===== config.mk =====
export PLATFORM = sky130hd
export DESIGN_NAME = positional_list_engine
export DESIGN_NICKNAME = d
export VERILOG_FILES = /design/src/hw/rtl/ple_pkg.sv /design/src/hw/rtl/positional_list_engine.sv
export SDC_FILE = /design/constraint.sdc
export NUM_CORES = 2
export LEC_CHECK = 0
export BUFFER_PORTS_ARGS = -buffer_cell sky130_fd_sc_hd__buf_2
export CAP_MARGIN = 0
export CORE_MARGIN = 2
export CORE_UTILIZATION = 56
export CTS_CLUSTER_SIZE = 24
export DETAILED_ROUTE_END_ITERATION = 10
export MAX_ROUTING_LAYER = met4
export PLACE_DENSITY = 0.82
export SYNTH_ARGS = -nofsm -noshare
export SYNTH_HDL_FRONTEND = slang
export SYNTH_SLANG_ARGS = --single-unit

===== constraint.sdc =====
create_clock -name clk -period 3.6 [get_ports clk]
set_clock_uncertainty 0.2 [all_clocks]
set_input_delay 0.72 -clock clk [delete_from_list [all_inputs] [get_ports clk]]
set_output_delay 0.72 -clock clk [all_outputs]
set_load 0.05 [all_outputs]

===== src/hw/rtl/ple_pkg.sv =====
// Package for the positional list engine: command and result structs,
// command kind and status codes, and the default list depth.
// No dependencies.
`timescale 1ns / 1ps

package ple_pkg;

  localparam int PLE_DEPTH_DEFAULT = 32;

  // Command kinds carried in the kind field of an input transfer.
  localparam logic [2:0] KIND_INS_FRONT = 3'd0;
  localparam logic [2:0] KIND_INS_BACK  = 3'd1;
  localparam logic [2:0] KIND_INS_AT    = 3'd2;
  localparam logic [2:0] KIND_DEL_FRONT = 3'd3;
  localparam logic [2:0] KIND_DEL_BACK  = 3'd4;
  localparam logic [2:0] KIND_DEL_AT    = 3'd5;
  localparam logic [2:0] KIND_READ_OUT  = 3'd6;

  // Result status codes.
  localparam logic [1:0] ST_OK     = 2'd0;
  localparam logic [1:0] ST_BADPOS = 2'd1;
  localparam logic [1:0] ST_EMPTY  = 2'd2;
  localparam logic [1:0] ST_FULL   = 2'd3;

  typedef struct packed {
    logic [2:0]         kind;
    logic [5:0]         position;
    logic signed [31:0] value;
  } ple_in_t;

  typedef struct packed {
    logic [1:0]         status;
    logic signed [31:0] element;
    logic [5:0]         element_index;
    logic [5:0]         length;
    logic               final_res;
  } ple_out_t;

endpackage


===== src/hw/rtl/positional_list_engine.sv =====
// Positional list engine: an ordered list of signed 32-bit values in one memory.
// Insert moves each element from the target up one slot, then writes the value;
// delete moves each element above the target down one slot; a rejected or
// unused command gives a status result; read-out emits each element in turn. One
// command at a time; the input stalls until the last result is registered.
// Reset (rst_n low, synchronous) empties the list and drops any result.
`timescale 1ns / 1ps

module positional_list_engine
  import ple_pkg::*;
#(
  parameter int DEPTH = PLE_DEPTH_DEFAULT
) (
  input  logic     clk,
  input  logic     rst_n,
  input  logic     in_valid,
  output logic     in_stall,
  input  ple_in_t  in_data,
  output logic     out_valid,
  input  logic     out_stall,
  output ple_out_t out_data
);

  // AW indexes the memory; CW holds a count from 0 to DEPTH. XW is wide
  // enough to compare a 6-bit position against occupancy plus one.
  localparam int AW = $clog2(DEPTH);
  localparam int CW = $clog2(DEPTH + 1);
  localparam int XW = (CW > 6) ? CW + 1 : 7;

  // The sequencer walks one element per iteration through the memory.
  // Each move is a read state followed by a write state, since the read
  // data is registered.
  typedef enum logic [3:0] {
    S_IDLE,
    S_DECIDE,
    S_SHIFT_RD,
    S_SHIFT_WR,
    S_PUT,
    S_DEL_RD,
    S_DEL_WR,
    S_RD_REQ,
    S_RD_OUT,
    S_EMIT
  } state_t;

  state_t           state_r, state_nxt;
  ple_in_t          cmd_r, cmd_nxt;
  logic [CW-1:0]    occ_r, occ_nxt;
  logic [AW-1:0]    ptr_r, ptr_nxt;
  logic [AW-1:0]    tgt_r, tgt_nxt;
  logic [1:0]       st_r, st_nxt;
  logic             out_valid_r, out_valid_nxt;
  ple_out_t         out_data_r, out_data_nxt;

  // Memory port signals.
  logic [31:0]      mem [DEPTH];
  logic [31:0]      rd_data_r;
  logic             we;
  logic             re;
  logic [AW-1:0]    wa;
  logic [AW-1:0]    ra;
  logic [31:0]      wd;

  logic             out_free;
  logic [XW-1:0]    pos_x;
  logic [XW-1:0]    occ_x;
  logic [AW-1:0]    ins_idx;
  logic [AW-1:0]    del_idx;
  logic             rd_last;

  // The output register takes a new result when it is empty or its
  // current result is being transferred this cycle.
  assign out_free  = !out_valid_r || !out_stall;
  assign in_stall  = (state_r != S_IDLE);
  assign out_valid = out_valid_r;
  assign out_data  = out_data_r;

  assign pos_x   = XW'(cmd_r.position);
  assign occ_x   = XW'(occ_r);
  assign rd_last = ((CW'(ptr_r) + CW'(1)) == occ_r);

  always_comb begin
    case (cmd_r.kind)
      KIND_INS_FRONT: ins_idx = '0;
      KIND_INS_BACK:  ins_idx = occ_r[AW-1:0];
      default:        ins_idx = AW'(cmd_r.position - 6'd1);
    endcase
    case (cmd_r.kind)
      KIND_DEL_FRONT: del_idx = '0;
      KIND_DEL_BACK:  del_idx = AW'(occ_r - CW'(1));
      default:        del_idx = AW'(cmd_r.position - 6'd1);
    endcase
  end

  always_comb begin
    state_nxt     = state_r;
    cmd_nxt       = cmd_r;
    occ_nxt       = occ_r;
    ptr_nxt       = ptr_r;
    tgt_nxt       = tgt_r;
    st_nxt        = st_r;
    out_valid_nxt = out_valid_r;
    out_data_nxt  = out_data_r;
    we            = 1'b0;
    re            = 1'b0;
    wa            = ptr_r;
    ra            = ptr_r;
    wd            = rd_data_r;

    if (out_valid_r && !out_stall) begin
      out_valid_nxt = 1'b0;
    end

    case (state_r)
      S_IDLE: begin
        if (in_valid) begin
          cmd_nxt   = in_data;
          state_nxt = S_DECIDE;
        end
      end

      S_DECIDE: begin
        st_nxt = ST_OK;
        case (cmd_r.kind)
          KIND_INS_FRONT, KIND_INS_BACK, KIND_INS_AT: begin
            if (occ_r == CW'(DEPTH)) begin
              st_nxt    = ST_FULL;
              state_nxt = S_EMIT;
            end else if (cmd_r.kind == KIND_INS_AT &&
                         (pos_x == '0 || pos_x > occ_x + XW'(1))) begin
              st_nxt    = ST_BADPOS;
              state_nxt = S_EMIT;
            end else begin
              // Move elements up one slot, from the back down to the target.
              tgt_nxt   = ins_idx;
              ptr_nxt   = occ_r[AW-1:0];
              state_nxt = (occ_r[AW-1:0] == ins_idx) ? S_PUT : S_SHIFT_RD;
            end
          end
          KIND_DEL_FRONT, KIND_DEL_BACK, KIND_DEL_AT: begin
            if ((cmd_r.kind != KIND_DEL_AT) && occ_r == '0) begin
              st_nxt    = ST_EMPTY;
              state_nxt = S_EMIT;
            end else if (cmd_r.kind == KIND_DEL_AT &&
                         (pos_x == '0 || pos_x > occ_x)) begin
              st_nxt    = ST_BADPOS;
              state_nxt = S_EMIT;
            end else begin
              // The count drops now; the loop closes the gap up to it.
              ptr_nxt   = del_idx;
              occ_nxt   = occ_r - CW'(1);
              state_nxt = ((CW'(del_idx) + CW'(1)) < occ_r) ? S_DEL_RD : S_EMIT;
            end
          end
          KIND_READ_OUT: begin
            if (occ_r == '0) begin
              st_nxt    = ST_EMPTY;
              state_nxt = S_EMIT;
            end else begin
              ptr_nxt   = '0;
              state_nxt = S_RD_REQ;
            end
          end
          default: begin
            state_nxt = S_EMIT;
          end
        endcase
      end

      S_SHIFT_RD: begin
        re        = 1'b1;
        ra        = ptr_r - AW'(1);
        state_nxt = S_SHIFT_WR;
      end

      S_SHIFT_WR: begin
        we        = 1'b1;
        wa        = ptr_r;
        ptr_nxt   = ptr_r - AW'(1);
        state_nxt = ((ptr_r - AW'(1)) == tgt_r) ? S_PUT : S_SHIFT_RD;
      end

      S_PUT: begin
        we        = 1'b1;
        wa        = tgt_r;
        wd        = cmd_r.value;
        occ_nxt   = occ_r + CW'(1);
        state_nxt = S_EMIT;
      end

      S_DEL_RD: begin
        re        = 1'b1;
        ra        = ptr_r + AW'(1);
        state_nxt = S_DEL_WR;
      end

      S_DEL_WR: begin
        // The count is already the new one, so a slot below it still needs
        // the element above it.
        we        = 1'b1;
        wa        = ptr_r;
        ptr_nxt   = ptr_r + AW'(1);
        state_nxt = ((CW'(ptr_r) + CW'(1)) < occ_r) ? S_DEL_RD : S_EMIT;
      end

      S_RD_REQ: begin
        re        = 1'b1;
        ra        = ptr_r;
        state_nxt = S_RD_OUT;
      end

      S_RD_OUT: begin
        // The read data register holds until the next read, so a stalled
        // output simply waits here.
        if (out_free) begin
          out_valid_nxt              = 1'b1;
          out_data_nxt.status        = ST_OK;
          out_data_nxt.element       = rd_data_r;
          out_data_nxt.element_index = 6'(CW'(ptr_r) + CW'(1));
          out_data_nxt.length        = 6'(occ_r);
          out_data_nxt.final_res     = rd_last;
          if (rd_last) begin
            state_nxt = S_IDLE;
          end else begin
            ptr_nxt   = ptr_r + AW'(1);
            state_nxt = S_RD_REQ;
          end
        end
      end

      S_EMIT: begin
        if (out_free) begin
          out_valid_nxt              = 1'b1;
          out_data_nxt.status        = st_r;
          out_data_nxt.element       = '0;
          out_data_nxt.element_index = '0;
          out_data_nxt.length        = 6'(occ_r);
          out_data_nxt.final_res     = 1'b1;
          state_nxt                  = S_IDLE;
        end
      end

      default: begin
        state_nxt = S_IDLE;
      end
    endcase
  end

  always_ff @(posedge clk) begin
    if (!rst_n) begin
      state_r     <= S_IDLE;
      occ_r       <= '0;
      out_valid_r <= 1'b0;
    end else begin
      state_r     <= state_nxt;
      occ_r       <= occ_nxt;
      out_valid_r <= out_valid_nxt;
    end
    cmd_r      <= cmd_nxt;
    ptr_r      <= ptr_nxt;
    tgt_r      <= tgt_nxt;
    st_r       <= st_nxt;
    out_data_r <= out_data_nxt;
  end

  // List storage: one write and one registered read per cycle.
  always_ff @(posedge clk) begin
    if (we) begin
      mem[wa] <= wd;
    end
    if (re) begin
      rd_data_r <= mem[ra];
    end
  end

endmodule


==> out/results.ini <==
[logic_synthesis]
postSynthCellCount=3143
synth.distinct_cells=77
yosys.area.top_type_share_pct=74.3
synth_area_um2=46700
ys_warn_count=0
synth_common_cells=edfxtp_1 (1156), nand2_1 (665), mux2i_1 (260)
yosysTopAreaCell=edfxtp_1
ys_ff_latch=1167
seq_area_frac_synth_pct=74.8
syn_nets=3217
synth.avg_cell_area_um2=14.9
synth_edf_count=1156
ys.flop_type=edfxtp_1
ys_async_sr_fraction_pct=0
yosysMostFrequentCell=edfxtp_1
synthTopCellsByArea=edfxtp_1 (74%), mux2i_1 (5.6%), nand2_1 (5.3%)

[worst_setup_path]
cp_max_fo=3
startpoint_type=flop
arrival_ns=3.84
path_class=reg2reg
cp.required_ns=3.92
end_kind=flop

[drt]
wl_per_cell_um=28.0
drtPass1Iterations=6
antenna_left=0
drt_iter0_markers=4871
drc=0
via_count=30076
wl_um=128000
vias_per_cell=6.58

[die]
io_pins=94
core-area_um2=82400
die_h_um=293
rows=105
dieArea_um2=85800
initial_core_util_pct=56.7
die_w_um=293

[timing]
hold_viol=0
setup_viol=0
slew_headroom_pct=27.7
worstMarginPinSlew_ns=1.08
fin_crit_sh_pct=97.6
finalCriticalPeriod_ns=3.51
fmax_ghz=0.285
rsz0062_at_grt=yes
holdWs_ns=0.0264
maxSlewViolCount=0
tns_ns=0

[cells_and_area]
drive_gt1_share_pct=15.7
final_net_count=3482
area_growth_pct=16.0
postLayoutCellArea_um2=54200

[cts]
numCtsBuffers=107
htreeDepth=3
cts_buffer_depth=3
insertion_delay_ns=0.71
clk_pin_slew_ns=0.06
cts-root-buf=clkbuf_16
cts_tree=done
cts_sinks=1167

[run_status]
status=complete, no violations

[placement]
dpl-instance-area_um2=50400
port_buffers=93
gp_congestion=0.905
dpl.hpwl_um=70800

[global_routing]
first_global_vias=29300
grt_usage_pct=30.5
overflow=0
grt_max_degree=61
antenna_found_initial=1
grt_pass1_wl_um=187000

[flow_run]
cap_violations=0

[pwr]
cellLeakagePower_nw=18.7
ir_worst_vdd_v=0.000772
pwr_density_cell_nw_per_um2=965
total_power_mw=52.3

[worst_hold_path]
min_path_type=in2reg

path summary, 6_finish.rpt:
check | to | cells past startpoint | slack (ns) | startpoint
max reg2reg | state_r[3] | 14 | 0.09 | cmd_r[32]
min | cmd_r[5] | 1 | 0.03 | in_data[5]
min reg2reg | out_data[45] | 1 | 0.37 | st_r[0]
max | state_r[3] | 14 | 0.09 | cmd_r[32]
cells by family (layout without fill, tap and decap cells):
logic type      count (synthesis)  after routing  share of synthesized area [%]
compound gates                344            344                           5.93
fa+ha+maj                      29             29                          0.777
simple gates                 1102           1102                           10.4
other cells                     0              4                              0
mux                           260            260                           5.57
xor+xnor                       29             29                          0.589
flops                        1167           1167                           74.8
buf+inv                       212            564                           2.00
final cells by class:
type | instances | area, um^2
flip-flops and latches | 1167 | 34900
fillers | 5057 | 28200
multi-input cells | 1764 | 11300
repair buffers | 348 | 3190
clock buffers | 127 | 2770
well taps | 1070 | 1340
clock inverters | 69 | 612
inverters | 20 | 75.1
diodes | 4 | 10.0
critical path, stage by stage, from the launching register on:
cell and delay, ns:
edfxtp_1 0.40, inv_2 0.09, ha_4 0.21, nor2_1 0.09
nor2_1 0.06, a221oi_2 0.23, ha_1 0.29, ha_2 0.18
or3b_4 0.38, a211o_1 0.26, a221o_1 0.36, nor3_2 0.17
a21oi_1 0.09, o31ai_1 0.20, a21boi_0 0.11
flip-flops by register name, summed over array words and instances, names as in the netlist:
signal	flops
state_r	4
mem	1024
st_r	2
rd_data_r	32
out_valid	1
occ_r	6
out_data	47
ptr_r	5
tgt_r	5
cmd_r	41
through the flow:
step	cells	util (%)	worst slack (ns)
detailed placement	4338	61.2	0.0369
global route	4565	65.8	-0.0646
global placement	4338	61.2	0.0213
CTS	4565	65.7	-0.0271
finish	4569	65.8	0.0880
floorplan	3143	-	-0.251
layout by cell type, fill, tap and decap left out, types with 26 or more instances in the layout:
cell,count
edfxtp_1,1156
mux2i_1,260
ha_1,26
dlygate4sd3_1,28
nor2b_1,42
buf_4,168
buf_2,93
nand2_1,663
nor2_4,38
nand3_1,208
a21oi_1,33
a32oi_1,160
nand4_1,34
buf_12,59
a221oi_1,65
nor2_1,40
clkbuf_16,108
repair_timing:
| item | CTS | global route |
|---|---|---|
| hold buffers | 28 | 0 |
| endpoints found under the setup margin | 2 | 8 |
| buffers inserted | 3 | 0 |
| gates resized for setup | 9 | 12 |
| endpoints found under the hold margin | 28 | 0 |
| pin swaps | 12 | 3 |
per-layer routing:
metal  GRT usage, %  routed length (um)
met1           39.2               44800
met2           47.0               60600
met3           6.78               16600
met4           13.3                6060
met5              -                   0
power by group:
part	switching, mW	total (mW)	internal [mW]
logic	15.2	22.6	7.39
clock network	5.05	11.1	6.04
registers	0.525	18.6	18.1
Power figures use the tool's default switching activity.
